[src/sv/fcr_pkg.sv]
// Shared types, constants and helpers for the frame count resampler.
package fcr_pkg;

    localparam int COEFS_PER_FRAME_DEF = 26;
    localparam int CNT_W = 9;
    localparam int COEF_W = 16;
    localparam int CFG_IDX_W = 2;

    // Configuration register indexes
    localparam logic [CFG_IDX_W-1:0] CFG_TARGET_FRAMES = 2'd0;
    localparam logic [CFG_IDX_W-1:0] CFG_SOURCE_FRAMES = 2'd1;
    localparam logic [CFG_IDX_W-1:0] CFG_EVENT_SPACING = 2'd2;

    // Register reset values
    localparam logic [CNT_W-1:0] TARGET_FRAMES_RST = 9'd60;
    localparam logic [CNT_W-1:0] SOURCE_FRAMES_RST = 9'd60;
    localparam logic [CNT_W-1:0] EVENT_SPACING_RST = 9'd1;

    typedef enum logic [1:0] {
        PEND_NONE   = 2'd0,
        PEND_MERGE  = 2'd1,
        PEND_INSERT = 2'd2
    } pend_t;

    typedef enum logic [1:0] {
        ST_IDLE,
        ST_CALC,
        ST_DRAIN_RD,
        ST_DRAIN_OUT
    } state_t;

    typedef struct packed {
        logic signed [COEF_W-1:0] coef_in;
        logic                     sequence_start;
    } in_t;

    typedef struct packed {
        logic signed [COEF_W-1:0] coef_out;
        logic                     frame_end;
        logic                     sequence_end;
        logic                     last_of_run;
    } out_t;

    // Saturating add for the row and frame counters (limit 511)
    function automatic logic [CNT_W-1:0] sat_add(input logic [CNT_W-1:0] a,
                                                 input logic [CNT_W-1:0] b);
        logic [CNT_W:0] s;
        s = {1'b0, a} + {1'b0, b};
        return s[CNT_W] ? {CNT_W{1'b1}} : s[CNT_W-1:0];
    endfunction

    // floor((a+b)/2) on signed Q7.8, always fits in 16 bits
    function automatic logic signed [COEF_W-1:0] avg(input logic signed [COEF_W-1:0] a,
                                                     input logic signed [COEF_W-1:0] b);
        logic signed [COEF_W:0] s;
        s = {a[COEF_W-1], a} + {b[COEF_W-1], b};
        return s[COEF_W:1];
    endfunction

endpackage

[src/sv/frame_count_resampler_top.sv]
// Top level of the frame count resampler: sequencer plus the two frame stores.
//
// Usage: coefficients stream in on in_valid/in_ready/in_data, COEFS_PER_FRAME
// per frame, with sequence_start set on the first coefficient of a sequence.
// Results leave on out_valid/out_ready/out_data; each transfer carries one
// coefficient and frame_end, sequence_end and last_of_run flags.
// Configuration (target_frames, source_frames, event_spacing) is written through
// cfg_wr_en/cfg_index/cfg_data; the user must write it only while the block is
// idle (the block itself does not enforce this); writes take effect at once.
// Flow: an item's held-frame read is issued at accept, then the compute state
// computes and writes back, waiting while the output register is full; a new
// item is accepted only once the last one is through. After the last coefficient
// of a row following an insertion point the stored incoming frame is replayed
// unless the target is reached, alternating a read state and an output state per
// coefficient. The compute state loads its result into the output register.
// Reset: counters clear, nothing is pending, registers return to 60/60/1; the
// frame stores are not cleared and need no clearing pass.
// Stall: a result waits in the output register; while it waits the block may
// accept the next item and finish its memory read, then holds until the
// output register frees up.
module frame_count_resampler_top #(
    parameter int COEFS_PER_FRAME = fcr_pkg::COEFS_PER_FRAME_DEF,
    localparam int PW = (COEFS_PER_FRAME > 1) ? $clog2(COEFS_PER_FRAME) : 1
) (
    input  logic                          clk,
    input  logic                          rst_n,
    input  logic                          cfg_wr_en,
    input  logic [fcr_pkg::CFG_IDX_W-1:0] cfg_index,
    input  logic [fcr_pkg::CNT_W-1:0]     cfg_data,
    input  logic                          in_valid,
    output logic                          in_ready,
    input  fcr_pkg::in_t                  in_data,
    output logic                          out_valid,
    input  logic                          out_ready,
    output fcr_pkg::out_t                 out_data
);

    logic                              held_we, held_re, inc_we, inc_re;
    logic [PW-1:0]                     held_waddr, held_raddr, inc_waddr, inc_raddr;
    logic signed [fcr_pkg::COEF_W-1:0] held_wdata, held_rdata, inc_wdata, inc_rdata;

    // Control and datapath
    fcr_seq #(
        .COEFS_PER_FRAME(COEFS_PER_FRAME)
    ) u_seq (
        .clk        (clk),
        .rst_n      (rst_n),
        .cfg_wr_en  (cfg_wr_en),
        .cfg_index  (cfg_index),
        .cfg_data   (cfg_data),
        .in_valid   (in_valid),
        .in_ready   (in_ready),
        .in_data    (in_data),
        .out_valid  (out_valid),
        .out_ready  (out_ready),
        .out_data   (out_data),
        .held_we    (held_we),
        .held_waddr (held_waddr),
        .held_wdata (held_wdata),
        .held_re    (held_re),
        .held_raddr (held_raddr),
        .held_rdata (held_rdata),
        .inc_we     (inc_we),
        .inc_waddr  (inc_waddr),
        .inc_wdata  (inc_wdata),
        .inc_re     (inc_re),
        .inc_raddr  (inc_raddr),
        .inc_rdata  (inc_rdata)
    );

    // Previous source row
    fcr_frame_mem #(
        .DEPTH(COEFS_PER_FRAME)
    ) u_held_mem (
        .clk   (clk),
        .we    (held_we),
        .waddr (held_waddr),
        .wdata (held_wdata),
        .re    (held_re),
        .raddr (held_raddr),
        .rdata (held_rdata)
    );

    // Row following an insertion point
    fcr_frame_mem #(
        .DEPTH(COEFS_PER_FRAME)
    ) u_inc_mem (
        .clk   (clk),
        .we    (inc_we),
        .waddr (inc_waddr),
        .wdata (inc_wdata),
        .re    (inc_re),
        .raddr (inc_raddr),
        .rdata (inc_rdata)
    );

endmodule

[src/sv/fcr_frame_mem.sv]
// One-frame coefficient store: single write port, one registered read port.
module fcr_frame_mem #(
    parameter int DEPTH = fcr_pkg::COEFS_PER_FRAME_DEF,
    localparam int AW = (DEPTH > 1) ? $clog2(DEPTH) : 1
) (
    input  logic                          clk,
    input  logic                          we,
    input  logic [AW-1:0]                 waddr,
    input  logic signed [fcr_pkg::COEF_W-1:0] wdata,
    input  logic                          re,
    input  logic [AW-1:0]                 raddr,
    output logic signed [fcr_pkg::COEF_W-1:0] rdata
);

    logic signed [fcr_pkg::COEF_W-1:0] mem [DEPTH];
    logic signed [fcr_pkg::COEF_W-1:0] rdata_reg;

    // Write port
    always_ff @(posedge clk)
    begin
        if (we)
        begin
            mem[waddr] <= wdata;
        end
    end

    // Read port, data held until the next read
    always_ff @(posedge clk)
    begin
        if (re)
        begin
            rdata_reg <= mem[raddr];
        end
    end

    assign rdata = rdata_reg;

endmodule

[src/sv/fcr_seq.sv]
// Sequencer: counters, merge/insert decisions, averaging and the output register.
module fcr_seq #(
    parameter int COEFS_PER_FRAME = fcr_pkg::COEFS_PER_FRAME_DEF,
    localparam int PW = (COEFS_PER_FRAME > 1) ? $clog2(COEFS_PER_FRAME) : 1
) (
    input  logic                              clk,
    input  logic                              rst_n,
    // configuration
    input  logic                              cfg_wr_en,
    input  logic [fcr_pkg::CFG_IDX_W-1:0]     cfg_index,
    input  logic [fcr_pkg::CNT_W-1:0]         cfg_data,
    // input channel
    input  logic                              in_valid,
    output logic                              in_ready,
    input  fcr_pkg::in_t                      in_data,
    // output channel
    output logic                              out_valid,
    input  logic                              out_ready,
    output fcr_pkg::out_t                     out_data,
    // held frame memory
    output logic                              held_we,
    output logic [PW-1:0]                     held_waddr,
    output logic signed [fcr_pkg::COEF_W-1:0] held_wdata,
    output logic                              held_re,
    output logic [PW-1:0]                     held_raddr,
    input  logic signed [fcr_pkg::COEF_W-1:0] held_rdata,
    // incoming frame memory
    output logic                              inc_we,
    output logic [PW-1:0]                     inc_waddr,
    output logic signed [fcr_pkg::COEF_W-1:0] inc_wdata,
    output logic                              inc_re,
    output logic [PW-1:0]                     inc_raddr,
    input  logic signed [fcr_pkg::COEF_W-1:0] inc_rdata
);

    localparam int CW = fcr_pkg::CNT_W;
    localparam logic [PW-1:0] POS_LAST = PW'(COEFS_PER_FRAME - 1);

    fcr_pkg::state_t state_reg, state_next;

    logic [CW-1:0] target_reg, source_reg, spacing_reg;
    logic [PW-1:0] coef_position_reg, coef_position_next;
    logic [CW-1:0] source_row_reg, source_row_next;
    logic [CW-1:0] next_event_row_reg, next_event_row_next;
    logic [CW-1:0] events_done_reg, events_done_next;
    logic [CW-1:0] frames_emitted_reg, frames_emitted_next;
    fcr_pkg::pend_t pending_reg, pending_next;
    logic [PW-1:0] drain_idx_reg, drain_idx_next;
    logic signed [fcr_pkg::COEF_W-1:0] coef_reg;

    logic          out_valid_reg, out_valid_next;
    fcr_pkg::out_t out_data_reg, out_data_next;

    // FSM outputs
    logic accept, calc_fire, drain_fire, out_free;

    // Datapath decisions
    logic          accept_pos_zero;
    logic          is_last, reduce, insert, event_row, emit_req, emit_ok;
    logic          fe_calc, drain_go, drain_emit, drain_fe;
    logic [CW-1:0] diff;
    logic [CW-1:0] fem_after;
    fcr_pkg::pend_t np;
    fcr_pkg::out_t calc_out, drain_out;

    assign out_free = !out_valid_reg || out_ready;

    // Next state
    always_comb
    begin
        state_next = state_reg;
        unique case (state_reg)
            fcr_pkg::ST_IDLE:
                if (in_valid)
                    state_next = fcr_pkg::ST_CALC;
            fcr_pkg::ST_CALC:
                if (out_free)
                    state_next = drain_go ? fcr_pkg::ST_DRAIN_RD : fcr_pkg::ST_IDLE;
            fcr_pkg::ST_DRAIN_RD:
                state_next = fcr_pkg::ST_DRAIN_OUT;
            fcr_pkg::ST_DRAIN_OUT:
                if (out_free)
                    state_next = (drain_idx_reg == POS_LAST) ? fcr_pkg::ST_IDLE
                                                             : fcr_pkg::ST_DRAIN_RD;
            default:
                state_next = fcr_pkg::ST_IDLE;
        endcase
    end

    // FSM outputs
    always_comb
    begin
        in_ready   = 1'b0;
        calc_fire  = 1'b0;
        inc_re     = 1'b0;
        drain_fire = 1'b0;
        unique case (state_reg)
            fcr_pkg::ST_IDLE:      in_ready   = 1'b1;
            fcr_pkg::ST_CALC:      calc_fire  = out_free;
            fcr_pkg::ST_DRAIN_RD:  inc_re     = 1'b1;
            fcr_pkg::ST_DRAIN_OUT: drain_fire = out_free;
            default:               in_ready   = 1'b0;
        endcase
    end

    assign accept = in_valid && in_ready;

    // Position of the coefficient being taken, after a sequence clear or wrap
    assign accept_pos_zero = in_data.sequence_start ||
        ({1'b0, coef_position_reg} >= (PW+1)'(COEFS_PER_FRAME));

    // Held frame: read at accept, written when the item completes
    assign held_re    = accept;
    assign held_raddr = accept_pos_zero ? '0 : coef_position_reg;
    assign held_we    = calc_fire;
    assign held_waddr = coef_position_reg;
    assign held_wdata = coef_reg;

    // Incoming frame: captured during a pending insert, replayed in the drain
    assign inc_we    = calc_fire && (pending_reg == fcr_pkg::PEND_INSERT);
    assign inc_waddr = coef_position_reg;
    assign inc_wdata = coef_reg;
    assign inc_raddr = drain_idx_reg;

    // Merge / insertion point detection
    assign reduce = target_reg < source_reg;
    assign insert = target_reg > source_reg;
    assign diff   = insert ? (target_reg - source_reg) : (source_reg - target_reg);
    assign event_row = (source_row_reg == next_event_row_reg) &&
                       (events_done_reg < diff) &&
                       (({1'b0, source_row_reg} + (CW+1)'(1)) < {1'b0, source_reg});
    assign is_last = (coef_position_reg == POS_LAST);

    // Result of the current item
    always_comb
    begin
        emit_req = (pending_reg != fcr_pkg::PEND_NONE) || !(reduce && event_row);
        emit_ok  = emit_req && (frames_emitted_reg < target_reg);
        fe_calc  = is_last;
        fem_after = (emit_ok && fe_calc) ? fcr_pkg::sat_add(frames_emitted_reg, CW'(1))
                                         : frames_emitted_reg;
        drain_go = (pending_reg == fcr_pkg::PEND_INSERT) && is_last &&
                   (fem_after < target_reg);
        calc_out.coef_out     = (pending_reg != fcr_pkg::PEND_NONE)
                              ? fcr_pkg::avg(held_rdata, coef_reg) : coef_reg;
        calc_out.frame_end    = fe_calc;
        calc_out.sequence_end = fe_calc &&
            (({1'b0, frames_emitted_reg} + (CW+1)'(1)) == {1'b0, target_reg});
        calc_out.last_of_run  = !drain_go;
    end

    // Replayed incoming frame
    always_comb
    begin
        drain_fe   = (drain_idx_reg == POS_LAST);
        drain_emit = frames_emitted_reg < target_reg;
        drain_out.coef_out     = inc_rdata;
        drain_out.frame_end    = drain_fe;
        drain_out.sequence_end = drain_fe &&
            (({1'b0, frames_emitted_reg} + (CW+1)'(1)) == {1'b0, target_reg});
        drain_out.last_of_run  = drain_fe;
    end

    // Next pending kind at the end of a row
    always_comb
    begin
        np = fcr_pkg::PEND_NONE;
        if (pending_reg != fcr_pkg::PEND_MERGE)
        begin
            if (reduce && (pending_reg == fcr_pkg::PEND_NONE) && event_row)
                np = fcr_pkg::PEND_MERGE;
            else if (insert && event_row)
                np = fcr_pkg::PEND_INSERT;
        end
    end

    // Counter next values
    always_comb
    begin
        coef_position_next  = coef_position_reg;
        source_row_next     = source_row_reg;
        next_event_row_next = next_event_row_reg;
        events_done_next    = events_done_reg;
        frames_emitted_next = frames_emitted_reg;
        pending_next        = pending_reg;
        drain_idx_next      = drain_idx_reg;
        if (accept)
        begin
            if (in_data.sequence_start)
            begin
                source_row_next     = '0;
                next_event_row_next = '0;
                events_done_next    = '0;
                frames_emitted_next = '0;
                pending_next        = fcr_pkg::PEND_NONE;
            end
            if (accept_pos_zero)
                coef_position_next = '0;
        end
        else if (calc_fire)
        begin
            frames_emitted_next = fem_after;
            drain_idx_next      = '0;
            if (is_last)
            begin
                if (np != fcr_pkg::PEND_NONE)
                begin
                    events_done_next    = fcr_pkg::sat_add(events_done_reg, CW'(1));
                    next_event_row_next = fcr_pkg::sat_add(next_event_row_reg, spacing_reg);
                end
                pending_next       = np;
                source_row_next    = fcr_pkg::sat_add(source_row_reg, CW'(1));
                coef_position_next = '0;
            end
            else
            begin
                coef_position_next = coef_position_reg + PW'(1);
            end
        end
        else if (drain_fire)
        begin
            if (drain_emit && drain_fe)
                frames_emitted_next = fcr_pkg::sat_add(frames_emitted_reg, CW'(1));
            if (!drain_fe)
                drain_idx_next = drain_idx_reg + PW'(1);
        end
    end

    // Output register
    always_comb
    begin
        out_valid_next = out_valid_reg && !out_ready;
        out_data_next  = out_data_reg;
        if (calc_fire && emit_ok)
        begin
            out_valid_next = 1'b1;
            out_data_next  = calc_out;
        end
        else if (drain_fire && drain_emit)
        begin
            out_valid_next = 1'b1;
            out_data_next  = drain_out;
        end
    end

    // Control and counter registers
    always_ff @(posedge clk or negedge rst_n)
    begin
        if (!rst_n)
        begin
            state_reg          <= fcr_pkg::ST_IDLE;
            coef_position_reg  <= '0;
            source_row_reg     <= '0;
            next_event_row_reg <= '0;
            events_done_reg    <= '0;
            frames_emitted_reg <= '0;
            pending_reg        <= fcr_pkg::PEND_NONE;
            drain_idx_reg      <= '0;
            out_valid_reg      <= 1'b0;
        end
        else
        begin
            state_reg          <= state_next;
            coef_position_reg  <= coef_position_next;
            source_row_reg     <= source_row_next;
            next_event_row_reg <= next_event_row_next;
            events_done_reg    <= events_done_next;
            frames_emitted_reg <= frames_emitted_next;
            pending_reg        <= pending_next;
            drain_idx_reg      <= drain_idx_next;
            out_valid_reg      <= out_valid_next;
        end
    end

    // Configuration registers
    always_ff @(posedge clk or negedge rst_n)
    begin
        if (!rst_n)
        begin
            target_reg  <= fcr_pkg::TARGET_FRAMES_RST;
            source_reg  <= fcr_pkg::SOURCE_FRAMES_RST;
            spacing_reg <= fcr_pkg::EVENT_SPACING_RST;
        end
        else if (cfg_wr_en)
        begin
            unique case (cfg_index)
                fcr_pkg::CFG_TARGET_FRAMES: target_reg  <= cfg_data;
                fcr_pkg::CFG_SOURCE_FRAMES: source_reg  <= cfg_data;
                fcr_pkg::CFG_EVENT_SPACING: spacing_reg <= cfg_data;
                default: ;
            endcase
        end
    end

    // Payload registers
    always_ff @(posedge clk)
    begin
        if (accept)
            coef_reg <= in_data.coef_in;
        out_data_reg <= out_data_next;
    end

    assign out_valid = out_valid_reg;
    assign out_data  = out_data_reg;

    // A replay only follows the last coefficient of a row with an insert pending
    a_drain_start: assert property (@(posedge clk) disable iff (!rst_n)
        (state_reg == fcr_pkg::ST_CALC && state_next == fcr_pkg::ST_DRAIN_RD) |->
        (pending_reg == fcr_pkg::PEND_INSERT && is_last))
        else $error("replay started without a pending insert");

    // A completed merge never leaves another merge pending
    a_merge_clears: assert property (@(posedge clk) disable iff (!rst_n)
        (calc_fire && is_last && pending_reg == fcr_pkg::PEND_MERGE) |=>
        (pending_reg == fcr_pkg::PEND_NONE))
        else $error("merge followed by a pending event");

    // Replay walks the incoming frame one entry per transfer
    a_drain_step: assert property (@(posedge clk) disable iff (!rst_n)
        (drain_fire && drain_idx_reg != POS_LAST) |=>
        (drain_idx_reg == $past(drain_idx_reg) + PW'(1)))
        else $error("replay index skipped");

    // The held frame is read only while no row update is in flight
    a_held_order: assert property (@(posedge clk) disable iff (!rst_n)
        held_re |-> !held_we && !inc_we)
        else $error("held frame read overlaps a write");

endmodule
[config.mk]
export PLATFORM = sky130hd
export DESIGN_NAME = frame_count_resampler_top
export DESIGN_NICKNAME = d
export VERILOG_FILES = /design/src/sv/fcr_pkg.sv /design/src/sv/frame_count_resampler_top.sv /design/src/sv/fcr_frame_mem.sv /design/src/sv/fcr_seq.sv
export SDC_FILE = /design/constraint.sdc
export NUM_CORES = 1
export LEC_CHECK = 0
export ABC_AREA = 1
export BUFFER_PORTS_ARGS = -buffer_cell sky130_fd_sc_hd__buf_2
export CAP_MARGIN = 20
export CORE_MARGIN = 5
export CORE_UTILIZATION = 35
export DETAILED_ROUTE_END_ITERATION = 8
export GPL_TIMING_DRIVEN = 0
export PLACE_DENSITY_LB_ADDON = 0.12
export SLEW_MARGIN = 30
export SYNTH_ARGS = -nofsm -noshare
export SYNTH_HDL_FRONTEND = slang
export SYNTH_SLANG_ARGS = --single-unit
[constraint.sdc]
create_clock -name clk -period 6.27 [get_ports clk]
set_input_delay 0.627 -clock clk [delete_from_list [all_inputs] [get_ports clk]]
set_output_delay 0.627 -clock clk [all_outputs]
set_load 0.02 [all_outputs]
==> results.sh <==
export IMPL_dp_cells=5356
export IMPL_synth_xor_area_share_pct=0.8046
export IMPL_yosys_warnings=0
export IMPL_power_mw=21.07
export IMPL_num_vias=29120
export IMPL_clock_latency_ns=0.70
export IMPL_synth_compound_area_share_pct=12.98
export IMPL_yosysUniqueCellTypes=63
export IMPL_timing_rr_start="u_seq.source_reg[2]"
export IMPL_drt_wl_total_um=135300
export IMPL_crit_path_frequent_cell="nand2_1"
export IMPL_synth_edff_count=899
export IMPL_fill_cells=11350
export IMPL_fmax_mhz=186.0
export IMPL_clk_pin_slew_ns=0.06
export IMPL_swShare_pct=36.83
export IMPL_core_um2=120300
export IMPL_final_hold_viol_count=0
export IMPL_synth_nets=3671
export IMPL_first_global_vias=28130
export IMPL_drtIter0Drc=3042
export IMPL_crit_family="simple AND/OR/NAND/NOR gates"
export IMPL_fin_nets=3976
export IMPL_synth_area_um2=42450
export IMPL_route_detailed_drc=0
export IMPL_place_gp_congestion=0.8484
export IMPL_numCtsBuffers=109
export IMPL_antenna_found_initial=2
export IMPL_min_from="in_data[7]"
export IMPL_avgSynthCellArea_um2=11.96
export IMPL_layout_drive_gt1_share_pct=15.00
export IMPL_drv_cap=0
export IMPL_crit_type="reg -> reg"
export IMPL_ys_seq_area_share_pct=68.21
export IMPL_area_growth_synth_to_final_pct=17.68
export IMPL_cts_tree="done"
export IMPL_final_core_util_pct=41.53
export IMPL_combPwrFrac_pct=31.7
export IMPL_powerDensity_nw_per_um2=421.8
export IMPL_synthTopCellsByArea="edfxtp_1, o21ai_0, dfrtp_1"
export IMPL_io_buffers=53
export IMPL_ir_worst_vdd_mv=0.2308
export IMPL_start_util_pct=35.29
export IMPL_synth_simple_area_share_pct=11.38
export IMPL_finClkSkew_ns=0.03098
export IMPL_min_period_ns=5.375
export IMPL_dieArea_um2=128400
export IMPL_ant_nets=0
export IMPL_crit_fanout=10
export IMPL_hold_depth=1
export IMPL_rsz0062_at_grt="no"
export IMPL_hpwl_um=98840
export IMPL_die_w_um=358.3
export IMPL_clk_path_buf_depth=3
export IMPL_floorplan_rows=127
export IMPL_ys_seq_elements=977
export IMPL_routedWlPerCell_um=24.34
export IMPL_worstMarginPinSlew_ns=1.045
export IMPL_postSynthCellCount=3551
export IMPL_fin_cells=5559
export IMPL_p_clk_share_pct=29.7
export IMPL_routed_via_density=5.239
export IMPL_grt_usage_pct=20.89
export IMPL_grt_max_degree=52
export IMPL_ys_flop_type="edfxtp_1"
export IMPL_reg2reg_to="u_seq.out_data[0]"
export IMPL_muxShareOfSynthArea_pct=0.02358
export IMPL_post_cts_resized=0
export IMPL_cp_num_buf_inv=5
export IMPL_cts_root_buf="clkbuf_16"
export IMPL_diodes=0
export IMPL_synthAdderAreaFrac_pct=2.635
export IMPL_final_seq_area_um2=28960
export IMPL_min_path_type="in -> reg"
export IMPL_slew_violations=0
export IMPL_r2r_slack_ns=0.89
export IMPL_critPathLaunchType="flop"
export IMPL_min_to="u_seq.held_wdata[6]"
export IMPL_multiInputGateArea_um2=12020
export IMPL_r2r_cells=36
export IMPL_io_pins=54
export IMPL_yosysTopAreaCellShare_pct=63.59
export IMPL_crit_arrival_ns=5.83
export IMPL_fp_dieH_um=358.3
export IMPL_synth_top_family_by_area="compound AO/OA/AOI/OAI gates"
export IMPL_setup_viol=0
export IMPL_seqPwrFrac_pct=38.6
export IMPL_finalCritPeriodShare_pct=85.73
export IMPL_setup_ws_ns=0.8946
export IMPL_cp_end_kind="flop"
export IMPL_overflow=0
export IMPL_dr_pass1_iters=6
export IMPL_status="finished clean"
export IMPL_cts_sinks=977
export IMPL_slowest_delay_ns=0.58
export IMPL_h_tree_depth=3
export IMPL_required_ns=6.72
export IMPL_p_leak_nw=17.56
export IMPL_cp_slowest_cell="dfstp_2"
export IMPL_relSlewSlack_pct=30.33
export IMPL_grt_first_pass_wirelength_um=196400
export IMPL_whs_ns=0.1019
export IMPL_synth_top_area_cell="edfxtp_1"
export IMPL_netSwitchingPower_mw=7.760
export IMPL_async_flop_share_pct=7.984
export IMPL_place_ws_ns=0.9107
export IMPL_power_internal_mw=13.31
## power groups by stage
stage          clock (mW)  sequential, mW  combinational (mW)
2_1_floorplan           0            8.33                3.65
3_3_place_gp            0            8.67                6.04
3_5_place_dp            0            8.27                6.65
4_1_cts              6.36            8.14                6.68
5_1_grt              6.65            8.18                7.28
6_report             6.25            8.14                6.68
## stage by stage
| step | area, um^2 | setup TNS (ns) |
|---|---|---|
| 2_1_floorplan | 42450 | 0 |
| 3_3_place_gp | 44740 | -1.238 |
| 3_5_place_dp | 46490 | 0 |
| 4_1_cts | 49960 | 0 |
| 5_1_grt | 49960 | 0 |
| 6_report | 49960 | 0 |
## cells in the mapped netlist (8+ instances only)
| master | count |
|---|---|
| nor3_1 | 39 |
| or2_2 | 72 |
| o211ai_1 | 116 |
| nand2_1 | 339 |
| o22ai_1 | 67 |
| o21bai_1 | 35 |
| buf_2 | 52 |
| edfxtp_1 | 899 |
| a21oi_1 | 82 |
| nand3_1 | 196 |
| o21ai_0 | 499 |
| dfstp_2 | 9 |
| a31oi_1 | 25 |
| xor2_1 | 31 |
| ha_1 | 83 |
| inv_2 | 11 |
| nor2_1 | 392 |
| dfrtp_1 | 69 |
| clkbuf_1 | 131 |
| o21ai_1 | 22 |
| o221ai_1 | 33 |
| xnor2_1 | 8 |
| o21a_1 | 23 |
| inv_1 | 206 |
## kinds of logic after synthesis
group                    after synthesis
AO/OA/AOI/OAI                        939
XOR/XNOR                              39
adder cells (fa/ha/maj)               87
flip-flops                           977
multiplexers                           1
AND/OR/NAND/NOR                     1093
buffers and inverters                415
## timing repair
| item | CTS | global route |
|---|---|---|
| hold endpoints to repair | 27 | 0 |
| hold buffers | 1 | 0 |
| buffers inserted | 0 | 0 |
## layout by cell type (no fill, tap or decap), types with 13 or more instances in the layout
master,count
nor3_2,27
or2_2,72
o21bai_1,35
nand2_1,338
o21ai_1,22
nor2_2,28
buf_4,58
o21ai_0,499
edfxtp_1,899
buf_8,34
clkbuf_1,145
inv_1,206
nor2_1,368
o22ai_1,67
clkbuf_16,111
nand3_1,196
ha_1,83
buf_2,108
clkinv_1,32
clkinv_2,22
xor2_1,31
o221ai_1,33
o211ai_1,116
o21a_1,23
dfrtp_1,69
buf_6,50
a21oi_1,82
a31oi_1,25
nor3_1,13
## area by class of cell
type / instances / share of cell area [%]
sequential: 977 / 57.97
timing repair buffer: 194 / 3.634
clock buffer: 135 / 5.880
buffer: 195 / 1.726
clock inverter: 67 / 1.042
inverter: 220 / 1.658
tap: 1612 / 4.037
multi-input combinational: 2159 / 24.06
## worst max path at each step
stage / depth (start not counted) / startpoint / slack (ns) / to
2_1_floorplan: 36 / u_seq.source_reg[2] / 1.83 / u_seq.out_data[0]
3_3_place_gp: 8 / out_ready / -0.08 / u_inc_mem.mem[15][14]
3_5_place_dp: 36 / u_seq.source_reg[2] / 0.91 / u_seq.out_data[0]
4_1_cts: 36 / u_seq.source_reg[2] / 0.86 / u_seq.out_data[0]
5_1_grt: 34 / u_seq.source_reg[4] / 0.46 / u_seq.out_data[0]
6_report: 36 / u_seq.source_reg[2] / 0.89 / u_seq.out_data[0]
## worst register-to-register path, delay by kind of cell (launching register included)
family / cells / cell delay [ns]
flops: 1 / 0.58
fa+ha+maj: 3 / 0.84
buf+inv: 5 / 0.83
compound gates: 6 / 0.77
simple gates: 21 / 1.84
xor+xnor: 1 / 0.26
## layer usage
layer	share of wire (%)	vias to the layer above	GRT usage (%)
met5	0	-	0
met4	2.3	0	5.403
met3	6.4	186	3.029
met2	45	972	32.31
met1	47	14420	31.00
li1	-	13550	-
No activity file was read; power rests on OpenSTA's default activity.
